## src/hw/rtl/pcc_pkg.sv

```systemverilog
// ----------------------------------------------------------------------------
// pcc_pkg: shared types and constants of the clamped PID controller
// Sequencer states, configuration register indexes and fixed field widths.
// ----------------------------------------------------------------------------
`default_nettype none

package pcc_pkg;

  // Width of a Q8.8 signal, gain or limit.
  localparam int unsigned DataW = 16;
  // Width of the integral accumulator, Q8.16.
  localparam int unsigned IntegW = 24;
  // Width of the configuration register index.
  localparam int unsigned CfgIdxW = 3;
  // Width that holds any supported update rate (1 to 1000).
  localparam int unsigned RateW = 10;

  // Configuration register indexes.
  localparam logic [CfgIdxW-1:0] RegGainProp  = 3'd0;
  localparam logic [CfgIdxW-1:0] RegGainInteg = 3'd1;
  localparam logic [CfgIdxW-1:0] RegGainDeriv = 3'd2;
  localparam logic [CfgIdxW-1:0] RegOutMin    = 3'd3;
  localparam logic [CfgIdxW-1:0] RegOutMax    = 3'd4;

  typedef enum logic [3:0] {
    StIdle,
    StMulP,
    StMulI,
    StAbs,
    StDivEst,
    StDivMul,
    StDivFix,
    StIntAdd,
    StIntClamp,
    StSum,
    StFinish
  } pcc_state_e;

endpackage

`default_nettype wire

```

## src/hw/rtl/pid_controller_clamped_unit.sv

```systemverilog
// ----------------------------------------------------------------------------
// pid_controller_clamped_unit: clamped PID controller, Q8.8 fixed point
// Derivative on measurement, integral clamped to the output range.
// ----------------------------------------------------------------------------
// Usage:
//   Gains and limits are written through the cfg channel (index 0..4:
//   gain_prop, gain_integ, gain_deriv, out_min, out_max; other indexes are
//   ignored). cfg_ready_o is always high; write only while the block is idle.
//   An input item carries time_passed, setpoint and measured. Each item gives
//   exactly one drive item on the output channel.
//   A control step runs through the states StMulP to StSum and loads its
//   drive into the output register from StFinish; a hold item (time_passed
//   low) goes from idle straight to StFinish. A new item is taken only once
//   the sequencer is back in idle, so a hold item clears sooner than a step.
//   The control sequence is long because the single shared 33x33 multiplier
//   runs the three gain products, the derivative rate scaling and the
//   reciprocal division of the integral increment one after the other.
//   in_ready_o is high only while the sequencer is idle, so one item is in
//   work at a time. The output register lets the next item be accepted while
//   a drive waits; if the receiver stalls, the sequencer holds its finished
//   result until the output register is free.
//   Reset clears gains, limits, integral and previous measurement to zero.
// ----------------------------------------------------------------------------
`default_nettype none

module pid_controller_clamped_unit #(
  parameter int unsigned UPDATE_RATE_HZ = 30
) (
  input  wire                               clk_i,
  input  wire                               rst_ni,
  // configuration
  input  wire                               cfg_valid_i,
  output logic                              cfg_ready_o,
  input  wire  [pcc_pkg::CfgIdxW-1:0]       cfg_index_i,
  input  wire  [pcc_pkg::DataW-1:0]         cfg_data_i,
  // input items
  input  wire                               in_valid_i,
  output logic                              in_ready_o,
  input  wire                               time_passed_i,
  input  wire  signed [pcc_pkg::DataW-1:0]  setpoint_i,
  input  wire  signed [pcc_pkg::DataW-1:0]  measured_i,
  // result items
  output logic                              out_valid_o,
  input  wire                               out_ready_i,
  output logic signed [pcc_pkg::DataW-1:0]  drive_o
);

  import pcc_pkg::*;

  localparam logic [RateW-1:0] Rate = RateW'(UPDATE_RATE_HZ);
  // floor(2^31 / rate): the quotient estimate is at most one below the truth.
  localparam logic [32:0] Recip = 33'((64'd1 << 31) / UPDATE_RATE_HZ);

  // Configuration registers.
  logic signed [DataW-1:0] gain_prop_q, gain_integ_q, gain_deriv_q;
  logic signed [DataW-1:0] out_min_q, out_max_q;

  // Controller state.
  logic signed [IntegW-1:0] integ_q;
  logic signed [DataW-1:0]  prev_q;

  // Sequencer.
  pcc_state_e state_q, state_d;

  // Working registers.
  logic               hold_q;
  logic signed [16:0] err_q;
  logic signed [16:0] delta_q;
  logic signed [15:0] pv_q;
  logic signed [63:0] prod_q;
  logic signed [32:0] p_q;
  logic signed [27:0] dr_q;
  logic signed [43:0] d_q;
  logic        [30:0] m_q;
  logic               neg_q;
  logic        [30:0] q_q;
  logic signed [32:0] acc_q;
  logic signed [44:0] pd_q;
  logic signed [45:0] sum_q;

  // Output register.
  logic                    out_valid_q;
  logic signed [DataW-1:0] drive_q;

  // Shared multiplier.
  logic signed [32:0] mul_a, mul_b;
  logic signed [65:0] mul_full;

  logic in_accept, out_free, out_load;

  // Combinational datapath values.
  logic signed [33:0] n_wide, m_wide;
  logic        [31:0] rem;
  logic signed [32:0] q_ext, integ_ext, lo33, hi33, acc_low;
  logic signed [32:0] integ_next;
  logic signed [45:0] lo46, hi46, clamped;
  logic signed [DataW-1:0] drive_d;

  assign cfg_ready_o = 1'b1;
  assign in_accept   = in_valid_i && in_ready_o;
  assign out_free    = !out_valid_q || out_ready_i;
  assign out_valid_o = out_valid_q;
  assign drive_o     = drive_q;

  // --------------------------------------------------------------------------
  // Configuration writes
  // --------------------------------------------------------------------------
  always_ff @(posedge clk_i or negedge rst_ni) begin
    if (!rst_ni) begin
      gain_prop_q  <= '0;
      gain_integ_q <= '0;
      gain_deriv_q <= '0;
      out_min_q    <= '0;
      out_max_q    <= '0;
    end else if (cfg_valid_i && cfg_ready_o) begin
      case (cfg_index_i)
        RegGainProp:  gain_prop_q  <= cfg_data_i;
        RegGainInteg: gain_integ_q <= cfg_data_i;
        RegGainDeriv: gain_deriv_q <= cfg_data_i;
        RegOutMin:    out_min_q    <= cfg_data_i;
        RegOutMax:    out_max_q    <= cfg_data_i;
        default: ;
      endcase
    end
  end

  // --------------------------------------------------------------------------
  // Sequencer: next state
  // --------------------------------------------------------------------------
  always_comb begin
    state_d = state_q;
    unique case (state_q)
      StIdle: begin
        if (in_valid_i) begin
          state_d = time_passed_i ? StMulP : StFinish;
        end
      end
      StMulP:     state_d = StMulI;
      StMulI:     state_d = StAbs;
      StAbs:      state_d = StDivEst;
      StDivEst:   state_d = StDivMul;
      StDivMul:   state_d = StDivFix;
      StDivFix:   state_d = StIntAdd;
      StIntAdd:   state_d = StIntClamp;
      StIntClamp: state_d = StSum;
      StSum:      state_d = StFinish;
      StFinish: begin
        if (out_free) begin
          state_d = StIdle;
        end
      end
      default:    state_d = StIdle;
    endcase
  end

  always_ff @(posedge clk_i or negedge rst_ni) begin
    if (!rst_ni) begin
      state_q <= StIdle;
    end else begin
      state_q <= state_d;
    end
  end

  // --------------------------------------------------------------------------
  // Sequencer: outputs (handshake and multiplier operand selection)
  // --------------------------------------------------------------------------
  always_comb begin
    in_ready_o = 1'b0;
    out_load   = 1'b0;
    mul_a      = '0;
    mul_b      = '0;
    unique case (state_q)
      StIdle: begin
        in_ready_o = 1'b1;
      end
      StMulP: begin
        mul_a = 33'(gain_prop_q);
        mul_b = 33'(err_q);
      end
      StMulI: begin
        mul_a = 33'(gain_integ_q);
        mul_b = 33'(err_q);
      end
      StAbs: begin
        mul_a = 33'(delta_q);
        mul_b = $signed({23'b0, Rate});
      end
      StDivEst: begin
        mul_a = $signed({2'b0, m_q});
        mul_b = $signed(Recip);
      end
      StDivMul: begin
        mul_a = $signed({2'b0, prod_q[61:31]});
        mul_b = $signed({23'b0, Rate});
      end
      StDivFix: begin
        mul_a = 33'(dr_q);
        mul_b = 33'(gain_deriv_q);
      end
      StFinish: begin
        out_load = out_free;
      end
      default: ;
    endcase
  end

  assign mul_full = mul_a * mul_b;

  // --------------------------------------------------------------------------
  // Datapath
  // --------------------------------------------------------------------------
  always_comb begin
    // Floor division by the rate: a negative numerator is biased by rate-1 so
    // that truncating its magnitude rounds toward minus infinity.
    n_wide = 34'(prod_q[32:0]);
    m_wide = prod_q[32] ? ($signed({24'b0, Rate}) - 34'sd1 - n_wide) : n_wide;

    // Remainder of the quotient estimate; it lies below twice the rate.
    rem = {1'b0, m_q} - prod_q[31:0];

    q_ext     = $signed({2'b0, q_q});
    integ_ext = 33'(integ_q);
    lo33      = 33'($signed({out_min_q, 8'b0}));
    hi33      = 33'($signed({out_max_q, 8'b0}));

    // The integral is raised to the lower limit first, then lowered to the upper.
    acc_low    = (acc_q < lo33) ? lo33 : acc_q;
    integ_next = (acc_low > hi33) ? hi33 : acc_low;

    lo46 = 46'($signed({out_min_q, 8'b0}));
    hi46 = 46'($signed({out_max_q, 8'b0}));
    if (sum_q > hi46) begin
      clamped = hi46;
    end else if (sum_q < lo46) begin
      clamped = lo46;
    end else begin
      clamped = sum_q;
    end
    drive_d = hold_q ? '0 : clamped[23:8];
  end

  always_ff @(posedge clk_i) begin
    prod_q <= mul_full[63:0];
    unique case (state_q)
      StIdle: begin
        if (in_accept) begin
          hold_q  <= !time_passed_i;
          err_q   <= 17'(setpoint_i) - 17'(measured_i);
          delta_q <= 17'(measured_i) - 17'(prev_q);
          pv_q    <= measured_i;
        end
      end
      StMulI: begin
        p_q <= prod_q[32:0];
      end
      StAbs: begin
        neg_q <= prod_q[32];
        m_q   <= m_wide[30:0];
      end
      StDivEst: begin
        dr_q <= prod_q[27:0];
      end
      StDivMul: begin
        q_q <= prod_q[61:31];
      end
      StDivFix: begin
        q_q <= q_q + 31'(rem >= {22'b0, Rate});
      end
      StIntAdd: begin
        d_q   <= prod_q[43:0];
        acc_q <= neg_q ? (integ_ext - q_ext) : (integ_ext + q_ext);
      end
      StIntClamp: begin
        pd_q <= 45'(p_q) - 45'(d_q);
      end
      StSum: begin
        sum_q <= 46'(pd_q) + 46'(integ_q);
      end
      default: ;
    endcase
  end

  // Controller state.
  always_ff @(posedge clk_i or negedge rst_ni) begin
    if (!rst_ni) begin
      integ_q <= '0;
      prev_q  <= '0;
    end else if (state_q == StIntClamp) begin
      integ_q <= integ_next[IntegW-1:0];
      prev_q  <= pv_q;
    end
  end

  // --------------------------------------------------------------------------
  // Output register
  // --------------------------------------------------------------------------
  always_ff @(posedge clk_i or negedge rst_ni) begin
    if (!rst_ni) begin
      out_valid_q <= 1'b0;
    end else if (out_load) begin
      out_valid_q <= 1'b1;
    end else if (out_ready_i) begin
      out_valid_q <= 1'b0;
    end
  end

  always_ff @(posedge clk_i) begin
    if (out_load) begin
      drive_q <= drive_d;
    end
  end

endmodule

`default_nettype wire

```

## config.mk

```make
export PLATFORM = sky130hd
export DESIGN_NAME = pid_controller_clamped_unit
export DESIGN_NICKNAME = d
export VERILOG_FILES = /design/src/hw/rtl/pcc_pkg.sv /design/src/hw/rtl/pid_controller_clamped_unit.sv
export SDC_FILE = /design/constraint.sdc
export NUM_CORES = 2
export LEC_CHECK = 0
export BUFFER_PORTS_ARGS = -buffer_cell sky130_fd_sc_hd__buf_2
export CORE_MARGIN = 5
export CORE_UTILIZATION = 45
export CTS_CLUSTER_DIAMETER = 100
export DETAILED_ROUTE_END_ITERATION = 8
export GPL_ROUTABILITY_DRIVEN = 0
export SYNTH_ARGS = -nofsm -noshare
export SYNTH_HDL_FRONTEND = slang
export SYNTH_SLANG_ARGS = --single-unit
export TNS_END_PERCENT = 50
```

## constraint.sdc

```tcl
create_clock -name clk_i -period 13.9 [get_ports clk_i]
set_input_delay 2.78 -clock clk_i [delete_from_list [all_inputs] [get_ports clk_i]]
set_output_delay 2.78 -clock clk_i [all_outputs]
set_load 0.005 [all_outputs]
```

# Word level (Yosys, flattened, before mapping)
# Index checks and enable logic that the tools add are counted.
totals:
  elab_cells: 89
  ff_bits: 546
op_classes:
  magnitude_cmp: 5
  multipliers: 1
  addsub: 9
  n_reduce_logical: 17
  eq_ne: 16
  n_mux: 17
ops:
  columns: ["cell", "n"]
  rows:
  - ["33-bit one-hot mux with 6 select lines", 1]
  - ["33-bit one-hot mux with 4 select lines", 1]
  - ["24-bit 2-to-1 mux", 3]
  - ["33-bit 2-to-1 mux", 2]
  - ["33-bit by 33-bit multiplier with 62-bit output", 1]
  - ["31-bit one-hot mux with 2 select lines", 1]
  - ["45-bit by 24-bit adder with 46-bit output", 1]
  - ["46-bit by 24-bit greater-than comparator with 1-bit output", 1]
  - ["46-bit by 24-bit < comparator with 1-bit output", 1]
  - ["33-bit by 44-bit subtractor with 45-bit output", 1]
  - ["4-bit one-hot mux with 11 select lines", 1]
  - ["16-bit by 16-bit subtractor with 17-bit output", 2]
  - ["24-bit by 32-bit adder with 33-bit output", 1]
  - ["33-bit by 24-bit greater-than comparator with 1-bit output", 1]
  - ["33-bit by 24-bit < comparator with 1-bit output", 1]
  - ["24-bit by 32-bit subtractor with 33-bit output", 1]
  - ["32-bit by 5-bit greater-or-equal comparator with 1-bit output (second input constant)", 1]
  - ["31-bit by 32-bit subtractor with 32-bit output", 1]
  - ["31-bit by 1-bit adder with 31-bit output", 1]
  - ["31-bit 2-to-1 mux", 1]
  - ["5-bit by 31-bit subtractor with 31-bit output (first input constant)", 1]
  - ["4-bit by 3-bit == test with 1-bit output (second input constant)", 4]
  - ["2-bit AND reduction", 7]
  - ["4-bit == test (second input constant)", 3]
  - ["15 further kinds", 26]

# Longest topological paths before layout
depth:
  ltp_word: 4
  depth_mapped: 38
  mapped_depth_nobuf: 36

# Worst setup path after synthesis
# No wires, ideal clock.
synth_path:
  path_kind: "register to register"
  from: "register state_q[1]"
  to: "register prod_q[59]"
  setup_slack_ns: 3.375
  stages_incl_launch_ff: 33
  arrival_ns: 10.452
  period_less_slack_ns: 10.525
  setup_time_ns: 0.072
  path_cell_list: "dfrtp_1 -> clkbuf_1 -> nand2_1 -> nor3_1 -> clkbuf_1 -> a22oi_1 -> and3_1 -> clkbuf_1 -> nor2_1 -> inv_1 -> fa_1 -> fa_1 -> inv_1 -> fa_1 -> fa_1 -> fa_1 -> fa_1 -> fa_1 -> inv_1 -> fa_1 -> inv_1 -> ha_1 -> a21oi_1 -> nor2b_1 -> o21ai_0 -> nand2b_1 -> o31ai_1 -> a21oi_1 -> a211o_1 -> a41oi_1 -> nand2_1 -> a221oi_1 -> xnor2_1"
synth_via:
  elab_chain_len: 4
synth_rtl:
  columns: ["item", "line", "source"]
  rows:
  - ["from (decl)", "pid_controller_clamped_unit.sv:63", "pcc_state_e state_q, state_d;"]
  - ["from (signal assigned)", "pid_controller_clamped_unit.sv:158", "state_q <= StIdle;"]
  - ["from (signal assigned)", "pid_controller_clamped_unit.sv:160", "state_q <= state_d;"]
  - ["4-bit by 3-bit == test with 1-bit output (tied with other cells)", "pid_controller_clamped_unit.sv:172", "unique case (state_q)"]
  - ["2-bit OR reduction (no source line)", null, null]
  - ["33-bit one-hot mux with 4 select lines", "pid_controller_clamped_unit.sv:172", null]
  - ["33-bit by 33-bit multiplier with 62-bit output *", "pid_controller_clamped_unit.sv:207", "assign mul_full = mul_a * mul_b;"]
  - ["named net mul_full[59]", "pid_controller_clamped_unit.sv:87", "logic signed [65:0] mul_full;"]
  - ["to (signal assigned)", "pid_controller_clamped_unit.sv:243", "prod_q <= mul_full[63:0];"]
  - ["to (decl)", "pid_controller_clamped_unit.sv:70", "logic signed [63:0] prod_q;"]
# Mark *: on every way through the listed nets, which the timed path passes. The rest lies on a longest branch.
# A chain may end at the register's enable or synchronous reset.

# Worst setup path in the final report
layout_path:
  from: "register state_q[2]"
  to: "register prod_q[59]"
# Same word-level chain as after synthesis.

==> results.tsv <==
metric	value	unit
status	finished clean	
HP Class	flop to flop	
DRC	0	
critical path's largest stage delay	0.92	ns
initial antenna violation count	9	
synthesized area	65500	µm²
Ys Warns	0	
Die W	392	µm
share of cells above drive strength 1	0.0607	
Reg2Reg Capture Point	prod_q[59]	
EDFF count, synth	359	
pin slew with the least headroom to its limit	1.20	ns
Synthesized Nets	8216	
DP Area	68300	µm²
GRT Residual Overflow	0	
Ports	76	
via count	47200	
WP data arrival	12.40	ns
time the worst path needs with I/O delays and setup	11.87	ns
largest net degree at the start of global routing	88	
CP Max Fanout	65	
most frequent cells in the layout	inv_1 (1194), fa_1 (1028), nand2_1 (663)	
first-pass GRT wire length	296	mm
critical path class	flop to flop	
Final ANT Viol Nets	0	
CTS sink count	546	
worst reg2reg setup slack	2.03	ns
Worst slew margin	0.201	
worst path required time	14.44	ns
drt pass-1 iters	7	
Worst R2R Start	state_q[2]	
Fin Setup TNS	0	ns
Synth Instances	6580	
final instance area	70600	µm²
wire length per cell	22.3	µm
synth top area cells	fa_1 (31%), edfxtp_1 (16%), ha_1 (11%)	
DR vias/cell	5.51	
CORE AREA	145000	µm²
area of the multi-input gates	45200	µm²
row cnt	140	
Detailed Route WL	191	mm
flops & latches, synth	546	
Critical Path Start	state_q[2]	
worst r2r path cells	30	
post-CTS sizing	0	
CTS Root Cell	clkbuf_16	
CP Capture Type	flop	
Syn Area/Cell	9.96	µm²
gr usage total	0.253	
sequential area share after synthesis	0.231	
chip height	392	µm
Port Buffers	74	
final net count	8234	
Max Fclk	84.3	MHz
# H-tree levels	3	
period utilization	0.854	
Primary FF master, synth	edfxtp_1	
DPL Wire Length	157	mm
top-area cell type share of the netlist area	0.314	
die footprint	153000	µm²
clk buf depth	3	
Yosys cell types	84	
Setup crit end	prod_q[59]	
crit-path most repeated cell	fa_1	
Hold Buf Count CTS	0	
CTS buffer count	66	
maxcap violations	0	
ys async rst share	0.229	
# fillers	13300	
slowest cell on the critical path	nor2_4	
Max Clock Skew	0.0642	ns
DRT iter0 DRCs	3724	
total setup buffers inserted after CTS	0	
clk slew on worst S/H paths	0.06	ns
Worst-Skew Late Latency	0.65	ns
final setup fails	0	
Initial Util	0.451	
critical path launch point type	flop	
Slew Limit Fails	0	
register area	15100	µm²
vias in the first global route	49000	
most common cell after layout, fill and taps aside	inv_1	
Place WS	2.18	ns
setup slack after layout	2.03	ns
leading area contributor after synthesis	fa_1	
Hold Vio Cnt, Final	0	
CTS tree	built	
Area growth syn-to-layout	7.73	%
RSZ-0062 raised after global routing	no	
per-layer routing:
layer  vias to the layer above  global-route usage  share of wire
met5                         -                   0       0.000037
met4                         2              0.0945          0.045
met3                       343              0.0510          0.086
met2                      1850               0.388           0.43
met1                     23600               0.358           0.43
li1                      21400                   -              -
layout make-up:
class | count | share of cell area
multi-input combinational | 4628 | 0.641
sequential | 546 | 0.215
inverter | 1198 | 0.0637
tap | 1917 | 0.0340
clock buffer | 90 | 0.0270
timing repair buffer | 158 | 0.0143
clock inverter | 32 | 0.00571
antenna | 3 | 0.000106
sequential cells by signal, summed over array words and instances (netlist names), 17 cells and up:
register,flops
m_q,31
prod_q,62
acc_q,33
d_q,44
sum_q,46
integ_q,24
delta_q,17
p_q,33
err_q,17
q_q,31
dr_q,28
pd_q,45
cells in the mapped netlist (8+ instances only):
cell type,number
a2111oi_0,13
a211o_1,8
a211oi_1,30
a21boi_0,18
a21o_1,134
a21oi_1,292
a221oi_1,8
a22o_1,10
a22oi_1,57
a31oi_1,29
and2_1,29
and3_1,42
and4_1,15
buf_1,21
clkbuf_1,182
dfrtp_1,125
dfxtp_1,62
edfxtp_1,359
fa_1,1028
ha_1,551
inv_1,1194
mux2_2,85
mux2i_1,36
nand2_1,663
nand2b_1,68
nand3_1,80
nand4_1,60
nor2_1,453
nor2b_1,42
nor3_1,54
nor4_1,24
o211ai_1,11
o21a_1,46
o21ai_0,245
o21bai_1,30
o22ai_1,13
o31ai_1,16
or2_2,11
or3_1,15
xnor2_1,243
xor2_1,67
worst min-delay path by stage:
stage                 start         to  slack (ns)  cells after the start
finish              pv_q[1]  prev_q[1]        0.45                      2
global route        pv_q[1]  prev_q[1]        0.48                      2
CTS                 pv_q[1]  prev_q[1]        0.45                      2
detailed placement  pv_q[1]  prev_q[1]        0.44                      2
global placement    pv_q[0]  prev_q[0]        0.43                      2
floorplan           pv_q[0]  prev_q[0]        0.41                      2
worst max-delay path: cells and delay by family (launching register included):
| kind | cells | cell delay [ns] |
|---|---|---|
| fa+ha+maj | 9 | 3.77 |
| flops | 1 | 0.76 |
| xor+xnor | 1 | 0.15 |
| buf+inv | 5 | 1.13 |
| simple gates | 5 | 2.27 |
| compound gates | 10 | 3.63 |
through the flow:
stage                     instances   util  hold slack [ns]
after detailed placement       8447  0.470            0.438
after global placement         8447  0.470            0.428
final                          8572  0.486            0.454
after global routing           8570  0.486            0.482
after CTS                      8569  0.486            0.453
after floorplan                6580      -            0.415
kinds of logic after synthesis:
group,share of synthesized area
AO/OA/AOI/OAI,0.0992
XOR/XNOR,0.0414
adder cells (fa/ha/maj),0.419
buffers and inverters,0.0807
flip-flops,0.231
multiplexers,0.0201
other,0.0000572
AND/OR/NAND/NOR,0.108
Power is left out: the tool's default activity adds up to more than one toggle a clock period on the data nets, which glitch-free logic cannot reach.
